### config.mk
export PLATFORM = sky130hd
export DESIGN_NAME = voter_model_event_engine
export DESIGN_NICKNAME = d
export VERILOG_FILES = /design/src/rtl/vmee_pkg.sv /design/src/rtl/voter_model_event_engine.sv /design/src/rtl/vmee_datapath.sv /design/src/rtl/vmee_ctrl.sv
export SDC_FILE = /design/constraint.sdc
export NUM_CORES = 2
export LEC_CHECK = 0
export ABC_AREA = 1
export BUFFER_PORTS_ARGS = -buffer_cell sky130_fd_sc_hd__buf_2
export CELL_PAD_IN_SITES_DETAIL_PLACEMENT = 1
export CELL_PAD_IN_SITES_GLOBAL_PLACEMENT = 1
export CORE_MARGIN = 2
export CORE_UTILIZATION = 50
export DETAILED_ROUTE_END_ITERATION = 10
export HOLD_SLACK_MARGIN = 0.15
export PLACE_DENSITY_LB_ADDON = 0.1
export SYNTH_ARGS = -nofsm -noshare
export SYNTH_HDL_FRONTEND = slang
export SYNTH_SLANG_ARGS = --single-unit
### constraint.sdc
create_clock -name clock -period 6 [get_ports clock]
set_input_delay 0.6 -clock clock [delete_from_list [all_inputs] [get_ports clock]]
set_output_delay 0.6 -clock clock [all_outputs]
set_load 0.05 [all_outputs]
### src/rtl/vmee_pkg.sv
// Shared types, constants and codes for the voter model event engine.
`default_nettype none

package vmee_pkg;

   localparam int MAX_NODES  = 32;
   localparam int NODE_BITS  = 5;
   localparam int TIME_BITS  = 48;
   localparam int COUNT_BITS = 6;
   localparam int PAIR_BITS  = 9;

   localparam logic [1:0] FUNC_LOAD  = 2'd0;
   localparam logic [1:0] FUNC_START = 2'd1;
   localparam logic [1:0] FUNC_FIRE  = 2'd2;
   localparam logic [1:0] FUNC_NOP   = 2'd3;

   localparam logic [1:0] STATUS_DONE   = 2'd0;
   localparam logic [1:0] STATUS_REJECT = 2'd1;
   localparam logic [1:0] STATUS_RANGE  = 2'd2;

   localparam logic [COUNT_BITS-1:0] NODE_COUNT_RESET = 6'd30;

   typedef struct packed {
      logic [1:0]           func;
      logic [NODE_BITS-1:0] node_index;
      logic                 opinion_bit;
      logic [TIME_BITS-1:0] time_value;
      logic [NODE_BITS-1:0] neighbour;
   } req_word_type;

   typedef struct packed {
      logic [1:0]            status;
      logic [NODE_BITS-1:0]  next_node;
      logic [TIME_BITS-1:0]  next_time;
      logic [COUNT_BITS-1:0] ones_count;
      logic [PAIR_BITS-1:0]  discordant_pairs;
      logic                  consensus;
   } rsp_word_type;

   typedef enum logic [3:0] {
      ST_IDLE,
      ST_DECODE,
      ST_LOAD,
      ST_RD_U,
      ST_RD_NB,
      ST_UPDATE,
      ST_SCAN,
      ST_DRAIN,
      ST_DONE
   } ctrl_state_type;

   typedef struct packed {
      logic       latch;
      logic       status_we;
      logic [1:0] status_code;
      logic       load_write;
      logic       start_init;
      logic       read_nb;
      logic       capt_u;
      logic       fire_update;
      logic       scan_issue;
   } dp_cmd_type;

   typedef struct packed {
      logic [1:0] func;
      logic       idx_bad;
      logic       fire_bad;
      logic       fire_reject;
      logic       scan_last;
   } dp_stat_type;

endpackage

`default_nettype wire

### src/rtl/voter_model_event_engine.sv
// Top level of the voter model event engine: controller, datapath and ports.
// A start or fire scans all n nodes before its result strobe, with n the node count in use
// (2 to 32); loads, rejected or out-of-range words and the unused func skip the scan.
// One word at a time: the next word is taken the cycle after the strobe, so the pace of fires
// is set by the scan through the single read port of the node memory.
// Synchronous reset clears counts and selection and sets node_count to 30; the node memory
// is undefined until loaded and gets no clearing pass. Results cannot be stalled.
`default_nettype none

module voter_model_event_engine (
   input  wire logic                            clock,
   input  wire logic                            reset,
   input  wire logic                            start,
   output      logic                            busy,
   input  wire vmee_pkg::req_word_type          req_data,
   output      logic                            rsp_valid,
   output      vmee_pkg::rsp_word_type          rsp_data,
   input  wire logic                            csr_valid,
   output      logic                            csr_ready,
   input  wire logic [vmee_pkg::COUNT_BITS-1:0] csr_data
);

   vmee_pkg::dp_cmd_type  cmd;
   vmee_pkg::dp_stat_type stat;
   logic                  csr_write;

   assign csr_ready = 1'b1;
   assign csr_write = csr_valid && csr_ready;

   vmee_ctrl u_ctrl (
      .clock     (clock),
      .reset     (reset),
      .start     (start),
      .busy      (busy),
      .rsp_valid (rsp_valid),
      .cmd       (cmd),
      .stat      (stat)
   );

   vmee_datapath u_datapath (
      .clock     (clock),
      .reset     (reset),
      .cmd       (cmd),
      .stat      (stat),
      .req_data  (req_data),
      .csr_write (csr_write),
      .csr_data  (csr_data),
      .rsp_data  (rsp_data)
   );

endmodule

`default_nettype wire

### src/rtl/vmee_datapath.sv
// Datapath of the voter model event engine: node memory, counters, earliest-time scan.
`default_nettype none

module vmee_datapath (
   input  wire logic                                clock,
   input  wire logic                                reset,
   input  wire vmee_pkg::dp_cmd_type                cmd,
   output      vmee_pkg::dp_stat_type               stat,
   input  wire vmee_pkg::req_word_type              req_data,
   input  wire logic                                csr_write,
   input  wire logic [vmee_pkg::COUNT_BITS-1:0]     csr_data,
   output      vmee_pkg::rsp_word_type              rsp_data
);

   typedef struct packed {
      logic                           opinion;
      logic [vmee_pkg::TIME_BITS-1:0] fire_time;
   } node_entry_type;

   node_entry_type node_mem_ff [vmee_pkg::MAX_NODES];
   node_entry_type rd_data_ff;
   node_entry_type mem_wdata;
   logic [vmee_pkg::NODE_BITS-1:0] mem_waddr;
   logic [vmee_pkg::NODE_BITS-1:0] rd_addr;
   logic                           mem_we;

   logic [vmee_pkg::COUNT_BITS-1:0] node_count_ff, node_count_in;
   vmee_pkg::req_word_type          req_ff, req_in;
   logic [1:0]                      status_ff, status_in;
   logic [vmee_pkg::COUNT_BITS-1:0] ones_ff, ones_in;
   logic [vmee_pkg::PAIR_BITS-1:0]  pairs_ff, pairs_in;
   logic [vmee_pkg::NODE_BITS-1:0]  current_node_ff, current_node_in;
   logic [vmee_pkg::TIME_BITS-1:0]  current_time_ff, current_time_in;
   logic [vmee_pkg::NODE_BITS-1:0]  scan_k_ff, scan_k_in;
   logic                            cmp_valid_ff, cmp_valid_in;
   logic [vmee_pkg::NODE_BITS-1:0]  cmp_idx_ff, cmp_idx_in;
   logic                            ou_ff, ou_in;
   logic [vmee_pkg::TIME_BITS-1:0]  tu_ff, tu_in;

   logic [vmee_pkg::COUNT_BITS-1:0]   n_use;
   logic [vmee_pkg::COUNT_BITS-1:0]   zeros;
   logic [2*vmee_pkg::COUNT_BITS-1:0] start_prod;
   logic [vmee_pkg::PAIR_BITS-1:0]    start_pairs;
   logic [vmee_pkg::TIME_BITS:0]      sum_wide;
   logic [vmee_pkg::TIME_BITS-1:0]    sat_time;
   logic                              on_bit;
   logic signed [11:0]                n_s, ones_s, pairs_s, delta_s, sum_s;
   logic [vmee_pkg::PAIR_BITS-1:0]    fire_pairs;
   logic [vmee_pkg::COUNT_BITS-1:0]   fire_ones;
   logic [vmee_pkg::COUNT_BITS-1:0]   load_ones;

   // clamp the node count into the usable range
   always_comb begin
      if (node_count_ff < 6'd2) begin
         n_use = 6'd2;
      end else if (node_count_ff > vmee_pkg::COUNT_BITS'(vmee_pkg::MAX_NODES)) begin
         n_use = vmee_pkg::COUNT_BITS'(vmee_pkg::MAX_NODES);
      end else begin
         n_use = node_count_ff;
      end
   end

   always_comb begin
      stat.func        = req_ff.func;
      stat.idx_bad     = {1'b0, req_ff.node_index} >= n_use;
      stat.fire_bad    = ({1'b0, current_node_ff} >= n_use) ||
                         ({1'b0, req_ff.neighbour} >= n_use);
      stat.fire_reject = req_ff.neighbour == current_node_ff;
      stat.scan_last   = {1'b0, scan_k_ff} == (n_use - 6'd1);
   end

   // start: pairs = ones * zeros
   always_comb begin
      zeros      = n_use - ones_ff;
      start_prod = ones_ff * zeros;
      if (ones_ff > n_use) begin
         start_pairs = '0;
      end else if (start_prod > 12'd511) begin
         start_pairs = '1;
      end else begin
         start_pairs = start_prod[vmee_pkg::PAIR_BITS-1:0];
      end
   end

   // fire: saturating time advance and incremental counts
   always_comb begin
      sum_wide = {1'b0, tu_ff} + {1'b0, req_ff.time_value};
      sat_time = sum_wide[vmee_pkg::TIME_BITS] ? '1 : sum_wide[vmee_pkg::TIME_BITS-1:0];
      on_bit   = rd_data_ff.opinion;
      n_s      = $signed({6'd0, n_use});
      ones_s   = $signed({6'd0, ones_ff});
      pairs_s  = $signed({3'd0, pairs_ff});
      if (!ou_ff && on_bit) begin
         delta_s = n_s - (ones_s <<< 1) - 12'sd1;
      end else if (ou_ff && !on_bit) begin
         delta_s = (ones_s <<< 1) - n_s - 12'sd1;
      end else begin
         delta_s = 12'sd0;
      end
      sum_s = pairs_s + delta_s;
      if (sum_s < 12'sd0) begin
         fire_pairs = '0;
      end else if (sum_s > 12'sd511) begin
         fire_pairs = '1;
      end else begin
         fire_pairs = sum_s[vmee_pkg::PAIR_BITS-1:0];
      end
      if (on_bit && !ou_ff && (ones_ff != '1)) begin
         fire_ones = ones_ff + 6'd1;
      end else if (!on_bit && ou_ff && (ones_ff != '0)) begin
         fire_ones = ones_ff - 6'd1;
      end else begin
         fire_ones = ones_ff;
      end
      if (req_ff.opinion_bit && (ones_ff != '1)) begin
         load_ones = ones_ff + 6'd1;
      end else begin
         load_ones = ones_ff;
      end
   end

   always_comb begin
      mem_we    = cmd.load_write || cmd.fire_update;
      mem_waddr = cmd.load_write ? req_ff.node_index : current_node_ff;
      if (cmd.load_write) begin
         mem_wdata.opinion   = req_ff.opinion_bit;
         mem_wdata.fire_time = req_ff.time_value;
      end else begin
         mem_wdata.opinion   = on_bit;
         mem_wdata.fire_time = sat_time;
      end
      if (cmd.scan_issue) begin
         rd_addr = scan_k_ff;
      end else if (cmd.read_nb) begin
         rd_addr = req_ff.neighbour;
      end else begin
         rd_addr = current_node_ff;
      end
   end

   always_comb begin
      node_count_in   = csr_write ? csr_data : node_count_ff;
      req_in          = cmd.latch ? req_data : req_ff;
      status_in       = cmd.status_we ? cmd.status_code : status_ff;
      ones_in         = ones_ff;
      pairs_in        = pairs_ff;
      current_node_in = current_node_ff;
      current_time_in = current_time_ff;
      scan_k_in       = scan_k_ff;
      ou_in           = ou_ff;
      tu_in           = tu_ff;
      cmp_valid_in    = cmd.scan_issue;
      cmp_idx_in      = scan_k_ff;
      if (cmd.load_write) begin
         ones_in = load_ones;
      end
      if (cmd.start_init) begin
         pairs_in        = start_pairs;
         current_node_in = '0;
         current_time_in = '1;
         scan_k_in       = '0;
      end
      if (cmd.capt_u) begin
         ou_in = rd_data_ff.opinion;
         tu_in = rd_data_ff.fire_time;
      end
      if (cmd.fire_update) begin
         pairs_in        = fire_pairs;
         ones_in         = fire_ones;
         current_time_in = sat_time;
         scan_k_in       = '0;
      end
      if (cmd.scan_issue) begin
         scan_k_in = scan_k_ff + 5'd1;
      end
      // take a strictly earlier node only
      if (cmp_valid_ff && (rd_data_ff.fire_time < current_time_ff)) begin
         current_node_in = cmp_idx_ff;
         current_time_in = rd_data_ff.fire_time;
      end
   end

   always_ff @(posedge clock) begin
      if (mem_we) begin
         node_mem_ff[mem_waddr] <= mem_wdata;
      end
      rd_data_ff <= node_mem_ff[rd_addr];
   end

   always_ff @(posedge clock) begin
      if (reset) begin
         node_count_ff   <= vmee_pkg::NODE_COUNT_RESET;
         ones_ff         <= '0;
         pairs_ff        <= '0;
         current_node_ff <= '0;
         current_time_ff <= '0;
         scan_k_ff       <= '0;
         cmp_valid_ff    <= 1'b0;
      end else begin
         node_count_ff   <= node_count_in;
         ones_ff         <= ones_in;
         pairs_ff        <= pairs_in;
         current_node_ff <= current_node_in;
         current_time_ff <= current_time_in;
         scan_k_ff       <= scan_k_in;
         cmp_valid_ff    <= cmp_valid_in;
      end
   end

   always_ff @(posedge clock) begin
      req_ff     <= req_in;
      status_ff  <= status_in;
      cmp_idx_ff <= cmp_idx_in;
      ou_ff      <= ou_in;
      tu_ff      <= tu_in;
   end

   always_comb begin
      rsp_data.status           = status_ff;
      rsp_data.next_node        = current_node_ff;
      rsp_data.next_time        = current_time_ff;
      rsp_data.ones_count       = ones_ff;
      rsp_data.discordant_pairs = pairs_ff;
      rsp_data.consensus        = (ones_ff == '0) || (ones_ff == n_use);
   end

   a_load_in_range: assert property (@(posedge clock) disable iff (reset)
      cmd.load_write |-> !stat.idx_bad)
      else $error("load written with index beyond node count");

   a_fire_legal: assert property (@(posedge clock) disable iff (reset)
      cmd.fire_update |-> (!stat.fire_bad && !stat.fire_reject))
      else $error("fire update on bad or rejected draw");

endmodule

`default_nettype wire

### src/rtl/vmee_ctrl.sv
// Controller state machine of the voter model event engine.
`default_nettype none

module vmee_ctrl (
   input  wire logic                  clock,
   input  wire logic                  reset,
   input  wire logic                  start,
   output      logic                  busy,
   output      logic                  rsp_valid,
   output      vmee_pkg::dp_cmd_type  cmd,
   input  wire vmee_pkg::dp_stat_type stat
);

   vmee_pkg::ctrl_state_type state_ff, state_in;

   always_comb begin
      state_in = state_ff;
      unique case (state_ff)
         vmee_pkg::ST_IDLE: begin
            if (start) begin
               state_in = vmee_pkg::ST_DECODE;
            end
         end
         vmee_pkg::ST_DECODE: begin
            unique case (stat.func)
               vmee_pkg::FUNC_LOAD: begin
                  state_in = stat.idx_bad ? vmee_pkg::ST_DONE : vmee_pkg::ST_LOAD;
               end
               vmee_pkg::FUNC_START: begin
                  state_in = vmee_pkg::ST_SCAN;
               end
               vmee_pkg::FUNC_FIRE: begin
                  if (stat.fire_bad || stat.fire_reject) begin
                     state_in = vmee_pkg::ST_DONE;
                  end else begin
                     state_in = vmee_pkg::ST_RD_U;
                  end
               end
               vmee_pkg::FUNC_NOP: begin
                  state_in = vmee_pkg::ST_DONE;
               end
            endcase
         end
         vmee_pkg::ST_LOAD:   state_in = vmee_pkg::ST_DONE;
         vmee_pkg::ST_RD_U:   state_in = vmee_pkg::ST_RD_NB;
         vmee_pkg::ST_RD_NB:  state_in = vmee_pkg::ST_UPDATE;
         vmee_pkg::ST_UPDATE: state_in = vmee_pkg::ST_SCAN;
         vmee_pkg::ST_SCAN: begin
            if (stat.scan_last) begin
               state_in = vmee_pkg::ST_DRAIN;
            end
         end
         vmee_pkg::ST_DRAIN:  state_in = vmee_pkg::ST_DONE;
         vmee_pkg::ST_DONE:   state_in = vmee_pkg::ST_IDLE;
         default:             state_in = vmee_pkg::ST_IDLE;
      endcase
   end

   always_comb begin
      cmd       = '0;
      busy      = 1'b1;
      rsp_valid = 1'b0;
      unique case (state_ff)
         vmee_pkg::ST_IDLE: begin
            busy      = 1'b0;
            cmd.latch = start;
         end
         vmee_pkg::ST_DECODE: begin
            cmd.status_we   = 1'b1;
            cmd.status_code = vmee_pkg::STATUS_DONE;
            unique case (stat.func)
               vmee_pkg::FUNC_LOAD: begin
                  if (stat.idx_bad) begin
                     cmd.status_code = vmee_pkg::STATUS_RANGE;
                  end
               end
               vmee_pkg::FUNC_START: begin
                  cmd.start_init = 1'b1;
               end
               vmee_pkg::FUNC_FIRE: begin
                  if (stat.fire_bad) begin
                     cmd.status_code = vmee_pkg::STATUS_RANGE;
                  end else if (stat.fire_reject) begin
                     cmd.status_code = vmee_pkg::STATUS_REJECT;
                  end
               end
               vmee_pkg::FUNC_NOP: begin
                  cmd.status_code = vmee_pkg::STATUS_DONE;
               end
            endcase
         end
         vmee_pkg::ST_LOAD:   cmd.load_write = 1'b1;
         vmee_pkg::ST_RD_U:   cmd.read_nb = 1'b0;
         vmee_pkg::ST_RD_NB: begin
            cmd.read_nb = 1'b1;
            cmd.capt_u  = 1'b1;
         end
         vmee_pkg::ST_UPDATE: cmd.fire_update = 1'b1;
         vmee_pkg::ST_SCAN:   cmd.scan_issue = 1'b1;
         vmee_pkg::ST_DRAIN:  cmd.scan_issue = 1'b0;
         vmee_pkg::ST_DONE:   rsp_valid = 1'b1;
         default:             busy = 1'b1;
      endcase
   end

   always_ff @(posedge clock) begin
      if (reset) begin
         state_ff <= vmee_pkg::ST_IDLE;
      end else begin
         state_ff <= state_in;
      end
   end

   a_strobe_single: assert property (@(posedge clock) disable iff (reset)
      rsp_valid |=> !rsp_valid)
      else $error("result strobe held for more than one cycle");

   a_accept_busy: assert property (@(posedge clock) disable iff (reset)
      (start && !busy) |=> (busy && !rsp_valid))
      else $error("accepted word did not make the engine busy");

endmodule

`default_nettype wire

==> impl_summary.md <==
Setup path
The required time reported for the critical path endpoint is 6.68 ns. The type of the worst setup path is reg2reg. The number of buffer and inverter instances along the worst setup path is 5. Of all nets on the critical path, the largest fanout is 8. The delay contributed by the slowest stage of the critical path is 0.51 ns.

Among cell families on the critical path, the largest total delay comes from adder cells. The worst setup path is launched from a register. Data arrives at the worst endpoint at 6.26 ns. The category of the worst setup path capture point is a register. Among all stages on the critical path, the largest delay is contributed by fa_1.

The most numerous cell on the critical path is a21oi_1.

STA
For the pin with the worst max-slew slack, the measured transition is 1.340 ns. The final-report max-slew violation count is 0. The maximum achievable frequency is 0.1792 GHz. The headroom to the max-slew limit is 0.1046. For the final database, setup skew stands at 0.05373 ns.

Setup violations remaining at the end of the flow were counted as 0. Dividing the final minimum period by the clock period gives 0.9302. The time the final worst path needs with I/O delays and setup is 5.581 ns. Setup repair after global routing left no endpoint under its margin.

The final hold violation count is 0. The setup TNS is 0 ns.

Power and ir drop
In this run the power density over the cells is 461.2 nW/µm². VDD sags by at most 0.3495 mV. The analysis attributes to cell leakage a power of 31.84 nW.

Clocking
TritonCTS built the clock tree. The cell sitting at the root of the clock tree is a clkbuf_16. In this run, CTS created clock tree buffers numbering 189.

The clock reaches the later pin of the worst-skew pair after 0.83 ns. In this run the deepest clock path goes through 3 buffers. Clock-pin slew was measured on the worst setup and hold paths at 0.06 ns. In this run the number of H-tree levels came out at 4. The clock net sink count is 1818.

Final layout
The area taken by flip-flops and latches is 53210 µm². From synthesis to final layout, the design area changed by 13.32%. The finished cells cover 89470 µm². At the end of the flow, the number of nets in the layout was 7041. After filler insertion, the fill cell instance count of the layout stands at 15.64k.

The area used by multi-input combinational logic is 23320 µm². The fraction of final layout cells with drive strength greater than 1 is 0.1060.

Drt
For this run, the detailed router's first-pass iteration total came to 5. The first-iteration detailed-routing DRC count is 5564. Dividing the detail-routed via count by the number of cells gives 6.229.

The wire length after detailed routing is 262500 µm. The wire length per cell is 29.15 µm. The via count is 56.10k. The number of antenna-violating nets in the routed design is 0. The count of unresolved DRC violations after routing is 0.

Yosys
The synthesized netlist net count is 6840. Yosys attributes the largest share of cell area to edfxtp_1 (64%), nor2_1 (4.8%), nand2_1 (3.8%). edfxtp_1 takes more of the synthesized area than any other cell. Of all flip-flops after synthesis, the portion carrying an async set or reset was 0. The number of enable-type register cells in the synthesized netlist is 1680. The post-synthesis register bit count is 1818. The synthesized area per cell is 11.99 µm². Of the post-synthesis cell area, the dominant cell type holds 0.6390. The netlist area before placement is 78950 µm². The Yosys step of the flow raised 0 warnings. The sequential cell area fraction in the yosys report is 0.6740. The distinct cell type count of the synthesized netlist is 58.

The number of standard cells after synthesis is 6585. Among all flip-flop cells after synthesis, the most frequent one is edfxtp_1.

Global routing
The initial antenna violation count was 10. The via count of the first global-routing pass is 57.50k. The maximum number of pins on one net before global-route repair is 200. The global-route total usage across every layer is 0.3212. The aggregate global routing overflow is 0. The first-pass GRT wire length is 382600 µm.

Placement
The number of buffer cells added on primary ports is 143. The congestion estimate from routability-driven global placement came to 0.8879. Detailed placement ended at an HPWL of 156500 µm. The placement-stage cell area is 82600 µm².

Die
Measured along the y axis, the die boundary spans 401.4 µm. The full die area is 161100 µm². The top-level I/O count is 145. The site row count is 145.

The core footprint is 156600 µm². For this configuration, the core starts out at a cell density of 0.5043. The x dimension of the die is 401.4 µm.

Status
The run finished with clean final reports.

Worst hold path
The type of the tightest min-delay check is in2reg.

Flow run
The max capacitance violation total is 0.
where the power goes:
part / internal, mW / switching, mW / leakage [nW] / total (mW)
Sequential: 17.4 / 0.740 / 16.1 / 18.1
Clock: 6.67 / 5.00 / 2.97 / 11.7
Combinational: 2.70 / 8.77 / 12.8 / 11.5
through the flow:
step / util / std cells / hold slack, ns / worst slack, ns / power (mW)
2_1_floorplan: - / 6585 / 0.3943 / 0.4377 / 24.58
3_3_place_gp: 0.5276 / 8579 / 0.4415 / 0.01231 / 29.19
3_5_place_dp: 0.5276 / 8579 / 0.4436 / 0.04321 / 29.58
4_1_cts: 0.5712 / 9002 / 0.1689 / 0.1594 / 41.21
5_1_grt: 0.5714 / 9004 / 0.2076 / 0.03915 / 42.85
6_report: 0.5714 / 9006 / 0.2183 / 0.4189 / 41.26
logic make-up (layout without fill, tap and decap cells):
kind of cell    after synthesis  count (layout)  synth area share
fa+ha+maj                   184             184           0.03125
compound gates             1594            1594            0.1339
simple gates               2260            2260            0.1165
flops                      1818            1818            0.6740
other cells                   1               3        0.00004750
xor+xnor                     64              64          0.007100
buf+inv                     664            1025           0.03719
layout by cell type, fill, tap and decap left out, types with 100 or more instances in the layout:
cell / Yosys / layout
edfxtp_1: 1680 / 1680
nor2_1: 1012 / 979
nand2_1: 806 / 805
o21ai_0: 409 / 390
o21bai_1: 354 / 354
nand3_1: 297 / 296
inv_1: 267 / 263
o311ai_0: 245 / 245
clkbuf_16: 0 / 192
a21oi_1: 176 / 175
ha_1: 162 / 162
buf_4: 35 / 145
buf_2: 123 / 143
dfxtp_1: 138 / 138
o21ai_1: 134 / 133
o211ai_1: 102 / 102
o311ai_1: 100 / 100
area by class of cell:
cell class                 count  area share
timing repair buffer         391     0.03516
multi-input combinational   4103      0.2607
sequential                  1818      0.5948
clock buffer                 256     0.05807
tap                         2058     0.02878
antenna                        2  0.00005594
clock inverter                95     0.01006
inverter                     283     0.01245
per-layer routing:
layer  up-vias  wire [µm]  global-route usage
li1      24535          -                   -
met1     28897     109800              0.4407
met2      2149     125700              0.5304
met3       514      17960             0.04394
met4         2       9025              0.1046
met5         -         12                   0
what timing repair did:
| action | in CTS | in global routing |
|---|---|---|
| resized for setup | 1 | 7 |
| endpoints found under the hold margin | 67 | 0 |
| endpoints found under the setup margin | 5 | 9 |
| hold buffers | 72 | 0 |
| setup buffers | 0 | 2 |
| pin swaps | 0 | 2 |
sequential cells by signal (all words and copies together), names as in the netlist, 2 cells and up:
signal	cells
u_ctrl.state_ff	4
u_datapath.cmp_idx_ff	5
u_datapath.cmp_idx_in	5
u_datapath.current_node_ff	5
u_datapath.current_time_ff	48
u_datapath.node_count_ff	6
u_datapath.node_mem_ff	1568
u_datapath.ones_ff	6
u_datapath.pairs_ff	9
u_datapath.rd_data_ff	48
u_datapath.req_ff	59
u_datapath.stat	2
u_datapath.status_ff	2
u_datapath.tu_ff	48
cells in the mapped netlist, drive strengths merged (25+ instances only):
cell	n
edfxtp	1680
nor2	1016
nand2	808
o21ai	545
o21bai	354
o311ai	345
nand3	298
inv	277
buf	194
clkbuf	187
a21oi	178
ha	162
dfxtp	138
o211ai	102
or2	60
nand4	43
xor2	38
xnor2	26
nor3	25
final timing paths:
path	startpoint	endpoint	slack [ns]	cells past startpoint
worst max-delay path	u_datapath.node_count_ff[5]$_SDFFE_PP0P_	u_datapath.pairs_ff[5]$_SDFFE_PP0P_	0.42	25
worst min-delay path	reset	u_ctrl.state_ff[0]$_SDFFE_PP0P_	0.22	2
worst max register to register	u_datapath.node_count_ff[5]$_SDFFE_PP0P_	u_datapath.pairs_ff[5]$_SDFFE_PP0P_	0.42	25
worst min register to register	u_datapath.cmp_idx_ff[1]$_DFF_P_	u_datapath.current_node_ff[1]$_SDFFE_PP0P_	0.45	2
Power figures use the tool's default switching activity.
